[config.mk]
export PLATFORM = sky130hd
export DESIGN_NAME = fir32q16_cell
export DESIGN_NICKNAME = d
export VERILOG_FILES = /design/src/rtl/core/fir32q16_pkg.sv /design/src/rtl/core/fir32q16_cell.sv
export SDC_FILE = /design/constraint.sdc
export NUM_CORES = 2
export LEC_CHECK = 0
export ABC_CLOCK_PERIOD_IN_PS = 950
export BUFFER_PORTS_ARGS = -buffer_cell sky130_fd_sc_hd__buf_2
export CAP_MARGIN = 10
export CORE_UTILIZATION = 43
export CTS_CLUSTER_DIAMETER = 80
export CTS_CLUSTER_SIZE = 16
export DETAILED_ROUTE_END_ITERATION = 8
export PLACE_DENSITY = 0.67
export RECOVER_POWER = 50
export SLEW_MARGIN = 20
export SYNTH_ARGS = -nofsm -noshare
export SYNTH_HDL_FRONTEND = slang
export SYNTH_SLANG_ARGS = --single-unit
[constraint.sdc]
create_clock -name clk_i -period 0.95 [get_ports clk_i]
set_input_delay 0.095 -clock clk_i [delete_from_list [all_inputs] [get_ports clk_i]]
set_output_delay 0.095 -clock clk_i [all_outputs]
set_load 0.02 [all_outputs]
[src/rtl/core/fir32q16_pkg.sv]
// ----------------------------------------------------------------------------
// FIR filter package
// Widths, types and the fixed coefficient table shared by the FIR filter
// modules.
// ----------------------------------------------------------------------------
package fir32q16_pkg;

  // Filter geometry and number format.
  localparam int TAP_COUNT      = 32;
  localparam int FRACTION_BITS  = 16;
  localparam int SAMPLE_W       = 32;
  localparam int HUNDREDTHS_LEN = 32;

  // Coefficients are below one half in magnitude, so a sign bit and the
  // fraction bits hold them.
  localparam int COEF_W = FRACTION_BITS + 1;
  localparam int PROD_W = SAMPLE_W + COEF_W;
  localparam int TERM_W = PROD_W - FRACTION_BITS;
  localparam int ACC_W  = TERM_W + $clog2(TAP_COUNT);

  typedef logic signed [SAMPLE_W-1:0] sample_t;
  typedef logic signed [COEF_W-1:0]   coef_t;
  typedef logic signed [PROD_W-1:0]   prod_t;
  typedef logic signed [ACC_W-1:0]    acc_t;

  // Limits of the signed output range.
  localparam sample_t SAMPLE_MAX = {1'b0, {(SAMPLE_W-1){1'b1}}};
  localparam sample_t SAMPLE_MIN = {1'b1, {(SAMPLE_W-1){1'b0}}};

  // Coefficients in hundredths; the table repeats for longer filters.
  localparam int HUNDREDTHS [HUNDREDTHS_LEN] = '{
    1, 13, 2, -3,
    1, 2, 10, 5,
    5, 1, 3, 12,
    2, -40, -48, 13,
    1, 13, 2, 10,
    5, 5, 10, 5,
    5, 1, 3, 12,
    2, -40, -48, 13
  };

  // Fixed-point coefficient of a tap, truncated toward zero.
  function automatic coef_t coef_at(input int tap);
    longint scaled;
    scaled = (longint'(HUNDREDTHS[tap % HUNDREDTHS_LEN]) *
              (longint'(1) << FRACTION_BITS)) / 100;
    return coef_t'(scaled);
  endfunction

endpackage

[src/rtl/core/fir32q16_cell.sv]
// ----------------------------------------------------------------------------
// FIR tap cell
// One tap of the transposed filter: multiplies the broadcast sample by its
// coefficient, rescales the product and adds the partial sum of its
// neighbour, holding the result for the next transaction.
// ----------------------------------------------------------------------------
module fir32q16_cell (
  input  logic                 clk_i,
  input  logic                 rst_ni,
  input  logic                 en_i,
  input  fir32q16_pkg::sample_t sample_i,
  input  fir32q16_pkg::coef_t   coef_i,
  input  fir32q16_pkg::acc_t    sum_i,
  output fir32q16_pkg::acc_t    sum_o
);
  import fir32q16_pkg::*;

  prod_t prod;
  acc_t  term;
  acc_t  sum_d;
  acc_t  sum_q;

  // Product, then an arithmetic shift right taken as a part-select so that
  // negative products round toward minus infinity.
  always_comb begin
    prod  = sample_i * coef_i;
    term  = {{(ACC_W-TERM_W){prod[PROD_W-1]}}, prod[PROD_W-1:FRACTION_BITS]};
    sum_d = sum_i + term;
  end

  // Partial sum advances once per accepted sample.
  always_ff @(posedge clk_i or negedge rst_ni) begin
    if (!rst_ni) begin
      sum_q <= '0;
    end else if (en_i) begin
      sum_q <= sum_d;
    end
  end

  assign sum_o = sum_q;

endmodule

==> results.sh <==
export IMPL_reg2reg_from="sum_o[33]"
export IMPL_area_delta_synth_final_pct=28.55
export IMPL_relSlewSlack=0.6447
export IMPL_yosys_cell_count_top_type="inv_1"
export IMPL_place_gp_congestion=0.9222
export IMPL_setup_viol=38
export IMPL_syn_inst=2395
export IMPL_period_minus_slack_ns=7.970
export IMPL_grt_max_degree=39
export IMPL_ant_nets=0
export IMPL_nets=3623
export IMPL_whs_path_depth=3
export IMPL_synth_cell_type_count=64
export IMPL_maxCapViolCount=0
export IMPL_grt_overflow=0
export IMPL_synthMuxAreaShare=0.01663
export IMPL_vias=17620
export IMPL_slowest_delay_ns=0.53
export IMPL_r2r_cells=2
export IMPL_track_usage=0.2547
export IMPL_hold_path_startpoint="sum_i[0]"
export IMPL_timing_critical_path_mode_cell="inv_2"
export IMPL_yosys_area_share_simple=0.1500
export IMPL_dp_hpwl_um=51450
export IMPL_final_max_slew_viol_count=0
export IMPL_fmax_mhz=125.5
export IMPL_numClockSinks=38
export IMPL_synth_area_sq_um=21510
export IMPL_port_buffers=127
export IMPL_async_flop_share=1.000
export IMPL_synth_edff_count=0
export IMPL_chipWidth_um=225.7
export IMPL_critical_path_class="input pin to flip-flop"
export IMPL_synth_xor_area_frac=0.03036
export IMPL_synthTopCellsByCount="inv_1, fa_1, nand2_1"
export IMPL_vias_per_cell=4.995
export IMPL_cp_arrival_ns=8.13
export IMPL_ys_ff_latch=38
export IMPL_coreArea_sq_um=49150
export IMPL_yosysSeqAreaShare=0.04420
export IMPL_antenna_cells=0
export IMPL_routed_wl_um=60710
export IMPL_max_slew_worst_pin_slew_ns=0.5329
export IMPL_fin_util=0.5626
export IMPL_drc=0
export IMPL_post_drt_wl_per_cell_um=17.21
export IMPL_grt_pass1_vias=20360
export IMPL_cp_end_kind="flip-flop"
export IMPL_fin_ws_ns=-7.020
export IMPL_fin_cells=3527
export IMPL_min_path_type="input pin to flip-flop"
export IMPL_synth_top_area_cell="fa_1"
export IMPL_crit_fanout=6
export IMPL_worstPathRequired_ns=1.11
export IMPL_fin_skew_ns=0
export IMPL_finalHoldViolCount=0
export IMPL_yosys_area_share_adder=0.5715
export IMPL_cts_root_buf="clkbuf_16"
export IMPL_drtIter0Drc=806
export IMPL_tns_ns=-243.56
export IMPL_syn_area_per_cell_sq_um=8.982
export IMPL_cts_tree="built"
export IMPL_synth_top_family_by_area="adder cells"
export IMPL_synth_top_area_share=0.4848
export IMPL_fin_crit_sh=8.390
export IMPL_drive_gt1_frac=0.2693
export IMPL_firstDrtPassIters=5
export IMPL_fp_dieH_um=225.7
export IMPL_cp_slowest_cell="fa_2"
export IMPL_grt_antenna_before_repair=2
export IMPL_ys_flop_type="dfrtp_1"
export IMPL_largest_reg_flops=38
export IMPL_cts_made_buffers=5
export IMPL_syn_nets=3155
export IMPL_path_clk_slew_ns=0.06
export IMPL_grt_pass1_wl_um=102000
export IMPL_initial_utilization=0.4376
export IMPL_synth_warnings=0
export IMPL_clk_latency_ns=0.28
export IMPL_rsz0062_at_grt="yes"
export IMPL_start_kind="input pin"
export IMPL_dieArea_sq_um=50930
export IMPL_rows=81
export IMPL_violations="negative setup slack"
export IMPL_synthTopCellsByArea="fa_1, inv_1, ha_1"
export IMPL_status="finished, violations left"
export IMPL_clk_path_buf_depth=2
export IMPL_synth_compound_area_frac=0.06607
export IMPL_dp_cells=3460
export IMPL_ios=128
export IMPL_htree_levels=2
export IMPL_crit_start="coef_i[4]"
-- per-layer routing --
| layer | track usage | vias up | part of all wire |
|---|---|---|---|
| met1 | 0.3143 | 9070 | 0.40 |
| met4 | 0.07900 | 0 | 0.031 |
| li1 | - | 7969 | - |
| met3 | 0.01522 | 115 | 0.039 |
| met5 | 0 | - | 0 |
| met2 | 0.4739 | 465 | 0.53 |
-- cells in the final DEF, fill, tap and decap left out, types with 8 or more instances in the layout --
cell type,instances
o21ai_0,17
buf_4,387
o21ai_2,8
fa_1,511
nand2b_1,14
ha_4,16
xor2_1,15
buf_12,24
fa_2,10
xnor2_1,43
o21bai_1,10
nor2_1,49
buf_6,35
nand3_1,13
dfrtp_1,38
inv_2,8
a21o_1,28
and2_1,193
a21oi_1,43
mux2_2,13
a21oi_2,25
buf_2,98
and2_4,10
xnor2_2,9
ha_1,131
inv_1,594
o211ai_1,8
nand2_1,337
mux2_4,17
-- repair_timing --
action / CTS / global route
hold buffers: 1 / 0
gates cloned: 0 / 1
pin swaps: 64 / 95
setup buffers: 52 / 20
endpoints found under the hold margin: 38 / 0
setup endpoints to repair: 38 / 45
resized for setup: 144 / 81
-- final timing paths --
path | end | slack [ns]
worst max-delay path | sum_o[36] | -7.02
worst min-delay path | sum_o[0] | 0.19
worst max register to register | sum_o[33] | 0.02
worst min register to register | sum_o[8] | 0.50
max in group asynchronous | sum_o[30] | 0.14
min in group asynchronous | sum_o[3] | 0.44
-- worst max-delay path, delay by kind of cell --
kind | cells | cell delay (ns)
buffers and inverters | 8 | 0.72
muxes | 1 | 0.26
AOI/OAI and AO/OA | 10 | 1.92
adders and majority gates | 8 | 3.64
xor gates and xnor gates | 2 | 0.23
and+or+nand+nor | 7 | 1.24
-- cell families (layout without fill, tap and decap cells) --
family	after synthesis	after routing
buf+inv	694	1162
simple gates	681	681
fa+ha+maj	670	670
compound gates	207	207
xor+xnor	73	73
flops	38	38
mux	32	32
-- through the flow --
step	instance area, sq um	hold WS (ns)	worst slack (ns)
2_1_floorplan	22210	-0.2006	-6.411
3_3_place_gp	26050	0.07288	-7.517
3_5_place_dp	26050	0.07960	-7.615
4_1_cts	27210	0.1840	-6.877
5_1_grt	27650	0.2003	-7.194
6_report	27650	0.1856	-7.020
-- final cells by class --
type / count / area, sq um
clock inverter: 1 / 7.507
timing repair buffer: 553 / 4365
multi-input combinational: 1663 / 19110
clock buffer: 6 / 128.9
fill: 4241 / 21500
inverter: 602 / 2260
tap: 664 / 830.8
sequential: 38 / 950.9
Power is left out: the tool's default activity adds up to more than one toggle a clock period on the data nets, which glitch-free logic cannot reach.
