--- config.mk ---
export PLATFORM = sky130hd
export DESIGN_NAME = fir32q16_obuf
export DESIGN_NICKNAME = d
export VERILOG_FILES = /design/src/rtl/core/fir32q16_pkg.sv /design/src/rtl/core/fir32q16_obuf.sv
export SDC_FILE = /design/constraint.sdc
export NUM_CORES = 1
export LEC_CHECK = 0
export BUFFER_PORTS_ARGS = -buffer_cell sky130_fd_sc_hd__buf_2
export CAP_MARGIN = 20
export CORE_MARGIN = 2
export CORE_UTILIZATION = 25
export DETAILED_ROUTE_END_ITERATION = 10
export PLACE_DENSITY = 0.45
export SETUP_SLACK_MARGIN = 0.05
export SLEW_MARGIN = 5
export SYNTH_ARGS = -nofsm -noshare
export SYNTH_HDL_FRONTEND = slang
export SYNTH_SLANG_ARGS = --single-unit
--- constraint.sdc ---
create_clock -name clk_i -period 4.16 [get_ports clk_i]
set_input_delay 0.416 -clock clk_i [delete_from_list [all_inputs] [get_ports clk_i]]
set_output_delay 0.416 -clock clk_i [all_outputs]
set_load 0.01 [all_outputs]
--- src/rtl/core/fir32q16_pkg.sv ---
// ----------------------------------------------------------------------------
// FIR filter package
// Widths, types and the fixed coefficient table shared by the FIR filter
// modules.
// ----------------------------------------------------------------------------
package fir32q16_pkg;

  // Filter geometry and number format.
  localparam int TAP_COUNT      = 32;
  localparam int FRACTION_BITS  = 16;
  localparam int SAMPLE_W       = 32;
  localparam int HUNDREDTHS_LEN = 32;

  // Coefficients are below one half in magnitude, so a sign bit and the
  // fraction bits hold them.
  localparam int COEF_W = FRACTION_BITS + 1;
  localparam int PROD_W = SAMPLE_W + COEF_W;
  localparam int TERM_W = PROD_W - FRACTION_BITS;
  localparam int ACC_W  = TERM_W + $clog2(TAP_COUNT);

  typedef logic signed [SAMPLE_W-1:0] sample_t;
  typedef logic signed [COEF_W-1:0]   coef_t;
  typedef logic signed [PROD_W-1:0]   prod_t;
  typedef logic signed [ACC_W-1:0]    acc_t;

  // Limits of the signed output range.
  localparam sample_t SAMPLE_MAX = {1'b0, {(SAMPLE_W-1){1'b1}}};
  localparam sample_t SAMPLE_MIN = {1'b1, {(SAMPLE_W-1){1'b0}}};

  // Coefficients in hundredths; the table repeats for longer filters.
  localparam int HUNDREDTHS [HUNDREDTHS_LEN] = '{
    1, 13, 2, -3,
    1, 2, 10, 5,
    5, 1, 3, 12,
    2, -40, -48, 13,
    1, 13, 2, 10,
    5, 5, 10, 5,
    5, 1, 3, 12,
    2, -40, -48, 13
  };

  // Fixed-point coefficient of a tap, truncated toward zero.
  function automatic coef_t coef_at(input int tap);
    longint scaled;
    scaled = (longint'(HUNDREDTHS[tap % HUNDREDTHS_LEN]) *
              (longint'(1) << FRACTION_BITS)) / 100;
    return coef_t'(scaled);
  endfunction

endpackage

--- src/rtl/core/fir32q16_obuf.sv ---
// ----------------------------------------------------------------------------
// FIR output buffer
// Takes each finished sum from the head of the tap chain, queues it in an
// output register with a skid stage, and saturates it to 32 bits on the way
// out.
// ----------------------------------------------------------------------------
module fir32q16_obuf (
  input  logic                  clk_i,
  input  logic                  rst_ni,
  input  logic                  load_i,
  input  fir32q16_pkg::acc_t    sum_i,
  output logic                  in_stall_o,
  output logic                  out_valid_o,
  input  logic                  out_stall_i,
  output fir32q16_pkg::sample_t filtered_out_o,
  output logic                  saturated_o
);
  import fir32q16_pkg::*;

  logic pend_q;
  logic pend_d;
  logic out_v_q;
  logic out_v_d;
  logic skid_v_q;
  logic skid_v_d;
  acc_t out_q;
  acc_t out_d;
  acc_t skid_q;
  acc_t skid_d;
  logic pop;
  logic push;
  logic [ACC_W-SAMPLE_W:0] high_bits;

  // A sum is pending in the head cell after each transaction.
  // It moves on whenever the two-entry queue has room.
  always_comb begin
    pop      = out_v_q & ~out_stall_i;
    push     = pend_q & (~skid_v_q | pop);
    pend_d   = load_i | (pend_q & ~push);
    out_v_d  = out_v_q;
    skid_v_d = skid_v_q;
    out_d    = out_q;
    skid_d   = skid_q;
    if (~out_v_q | pop) begin
      if (skid_v_q) begin
        out_d    = skid_q;
        out_v_d  = 1'b1;
        skid_d   = sum_i;
        skid_v_d = push;
      end else begin
        out_d   = sum_i;
        out_v_d = push;
      end
    end else if (push) begin
      skid_d   = sum_i;
      skid_v_d = 1'b1;
    end
  end

  always_ff @(posedge clk_i or negedge rst_ni) begin
    if (!rst_ni) begin
      pend_q   <= 1'b0;
      out_v_q  <= 1'b0;
      skid_v_q <= 1'b0;
    end else begin
      pend_q   <= pend_d;
      out_v_q  <= out_v_d;
      skid_v_q <= skid_v_d;
    end
  end

  // Payload registers need no reset.
  always_ff @(posedge clk_i) begin
    out_q  <= out_d;
    skid_q <= skid_d;
  end

  // New samples wait while the skid stage is occupied.
  assign in_stall_o  = skid_v_q;
  assign out_valid_o = out_v_q;

  // Saturate when the output sign bit and the bits above it do not all agree.
  always_comb begin
    high_bits   = out_q[ACC_W-1:SAMPLE_W-1];
    saturated_o = ~((&high_bits) | ~(|high_bits));
    if (saturated_o) begin
      filtered_out_o = out_q[ACC_W-1] ? SAMPLE_MIN : SAMPLE_MAX;
    end else begin
      filtered_out_o = out_q[SAMPLE_W-1:0];
    end
  end

endmodule

==> impl_metrics.ini <==
[run_status]
status = completed

[clock_network]
cts_root_buf = clkbuf_16
cts_buffers = 9
clock_latency_ns = 0.33
cts_tree = done
cts.path.max_buffers = 2
cts_sinks = 79
htree_num_levels = 3
cts_setup_buffers = 0
clk_pin_slew_ns = 0.06

[floorplan]
die_area_um2 = 14900
rows = 43
initial_core_util_pct = 25.3
die_height_um = 122
die_w_um = 122
num_io_pins = 77
core_area_um2 = 13700

[sta]
skew_ns = 0.00841
setup_viol = 0
drv_slew = 0
slew_headroom_pct = 59.0
timing.final.crit_share_pct = 61.7
period_minus_slack_ns = 2.56
fin_ws_ns = 1.60
finalHoldViolCount = 0
rsz0062_at_grt = false
fmax_ghz = 0.390
fin_setup_tns_ns = 0
tightest_slew_ns = 0.613

[grt]
antenna_found_initial = 0
grt_max_degree = 45
grt_usage_pct = 11.3
grt_pass1_vias = 2216
grt_pass1_wl_um = 12500
grt.overflow.total = 0

[routing]
detail_route.wl_per_cell_um = 16.8
drt_wl_total_um = 8020
drt_iter0_drc = 108
drc = 0
antenna_left = 0
num_vias = 2207
dr.pass1.iters = 4
post_drt_via_cell_ratio = 4.63

[synth]
syn_avg_cell_area_um2 = 15.7
synth_nets = 263
yosysUniqueCellTypes = 19
synth.yosys.seq_area_share_pct = 67.8
yosys_warnings = 0
synth_area_um2 = 3480
ys_ff_latch = 79
syn_inst = 221

[worst_setup_path]
cp-endpoint = saturated_o
path_depth = 5
r2r_start = in_stall_o
worstPathRequired_ns = 3.74
crit_fanout = 18
slowest_stage = nand2_1
startpoint = out_q[32]
r2r_cells = 4
cp_slowest_stage_delay_ns = 0.41
crit_family = simple AND/OR/NAND/NOR gates
worst_r2r_endpoint = skid_q[13]
reg2reg_slack_ns = 2.36
cp.arrival_ns = 2.15
end_kind = output pin
path_cells = nor4_1, nand2_1, buf_4, o21a_1, buf_2
criticalPathCategory = flip-flop to output pin
crit_buf_inv = 2
crit_path_start_kind = flip-flop

[cells_and_area]
num-nets-final = 334
antenna_cells = 0
layout-area-overhead-vs-synth_pct = 25.6
drive_above_1_share_pct = 47.5
final_area_um2 = 4370

[placement]
place_congestion = 0.646
dpl_cell_area_um2 = 4040
portBuffers = 76
hpwl_um = 5110
dp_slack_ns = 1.88

[flow_run]
max-cap-violations = 0

[power_and_ir_drop]
vdd_drop_max_mv = 0.205
pwr_density_cell_nw_per_um2 = 554
power.leakage_nw = 1.58

[hold_path]
holdCritPathClass = primary input to flip-flop
what timing repair did:
item / 4_1_cts / 5_1_grt
hold endpoints to repair: 3 / 0
setup endpoints to repair: 0 / 0
gates resized for setup: 0 / 0
hold buffers: 1 / 0
layout by cell type, fill, tap and decap left out, drive strengths merged:
cell and n:
buf 84, edfxtp 76, mux2 38, nand4 32, a2bb2oi 31, clkbuf 11, nand2 5, dfrtp 3
nor2 2, clkinvlp 2, o21ai 2, clkinv 2, nor4 1, and4 1, o21a 1, nand2b 1
a31o 1, nand3 1, a21boi 1, bufinv 1, dlygate4sd3 1
area by class of cell:
| cell class | instances | area, µm² |
|---|---|---|
| Clock buffer | 11 | 243 |
| Multi-Input combinational cell | 117 | 1000 |
| Clock inverter | 5 | 58.8 |
| Timing Repair Buffer | 85 | 483 |
| Fill cell | 1388 | 9350 |
| Sequential cell | 79 | 2360 |
| Tap cell | 180 | 225 |
through the flow:
stage / util (%) / power (mW) / instances / hold WS (ns)
finish: 31.8 / 2.42 / 477 / 0.275
global route: 31.8 / 2.55 / 477 / 0.264
CTS: 31.7 / 2.45 / 476 / 0.264
detailed placement: 29.4 / 1.65 / 459 / 0.218
global placement: 29.2 / 1.63 / 457 / 0.215
floorplan: - / 1.47 / 221 / 0.120
power by group:
| part | switching (mW) | internal [mW] | leakage [nW] |
|---|---|---|---|
| logic | 0.269 | 0.234 | 0.665 |
| registers | 0.0702 | 1.06 | 0.771 |
| clock network | 0.303 | 0.481 | 0.142 |
routing by layer:
layer,track usage [%],vias to the layer above,wire (µm)
met2,18.2,63,3830
met4,2.16,0,52
met3,3.70,5,496
met1,15.0,1095,3640
li1,-,1044,-
met5,0,-,0
flip-flops by register name, summed over array words and instances, names as in the netlist:
register,flops
out_q,38
in_stall_o,1
pend_q,1
out_valid_o,1
skid_q,38
logic make-up (layout without fill, tap and decap cells):
group                  Yosys count  after routing  synth area share [%]
flip-flops                      79             79                  67.8
AO/OA/AOI/OAI                   36             36                  8.78
multiplexers                    38             38                  12.3
buffers and inverters           25            101                  3.85
AND/OR/NAND/NOR                 43             43                  7.27
worst min-delay path by stage:
stage / cells past startpoint / start / endpoint
after floorplan: 0 / rst_ni / in_stall_o
after global placement: 1 / rst_ni / out_valid_o
after detailed placement: 1 / rst_ni / out_valid_o
after CTS: 2 / load_i / pend_q
after global routing: 1 / sum_i[34] / skid_q[34]
final: 2 / load_i / pend_q
Yosys cell counts:
| cell type | n | share of area (%) |
|---|---|---|
| edfxtp_1 | 76 | 66 |
| mux2_2 | 38 | 12 |
| nand4_1 | 32 | 5.8 |
| a2bb2oi_1 | 31 | 7.8 |
| buf_2 | 11 | 1.6 |
| clkbuf_1 | 10 | 1.1 |
| nand2_1 | 5 | 0.54 |
| buf_6 | 3 | 0.97 |
| dfrtp_1 | 3 | 2.2 |
| nor2_1 | 2 | 0.22 |
| o21ai_0 | 2 | 0.29 |
| a21boi_1 | 1 | 0.22 |
| a31o_2 | 1 | 0.25 |
| and4_1 | 1 | 0.25 |
| buf_4 | 1 | 0.22 |
| nand2b_1 | 1 | 0.18 |
| nand3_1 | 1 | 0.14 |
| nor4_1 | 1 | 0.18 |
| o21a_1 | 1 | 0.22 |
(Power assumes the default switching activity.)
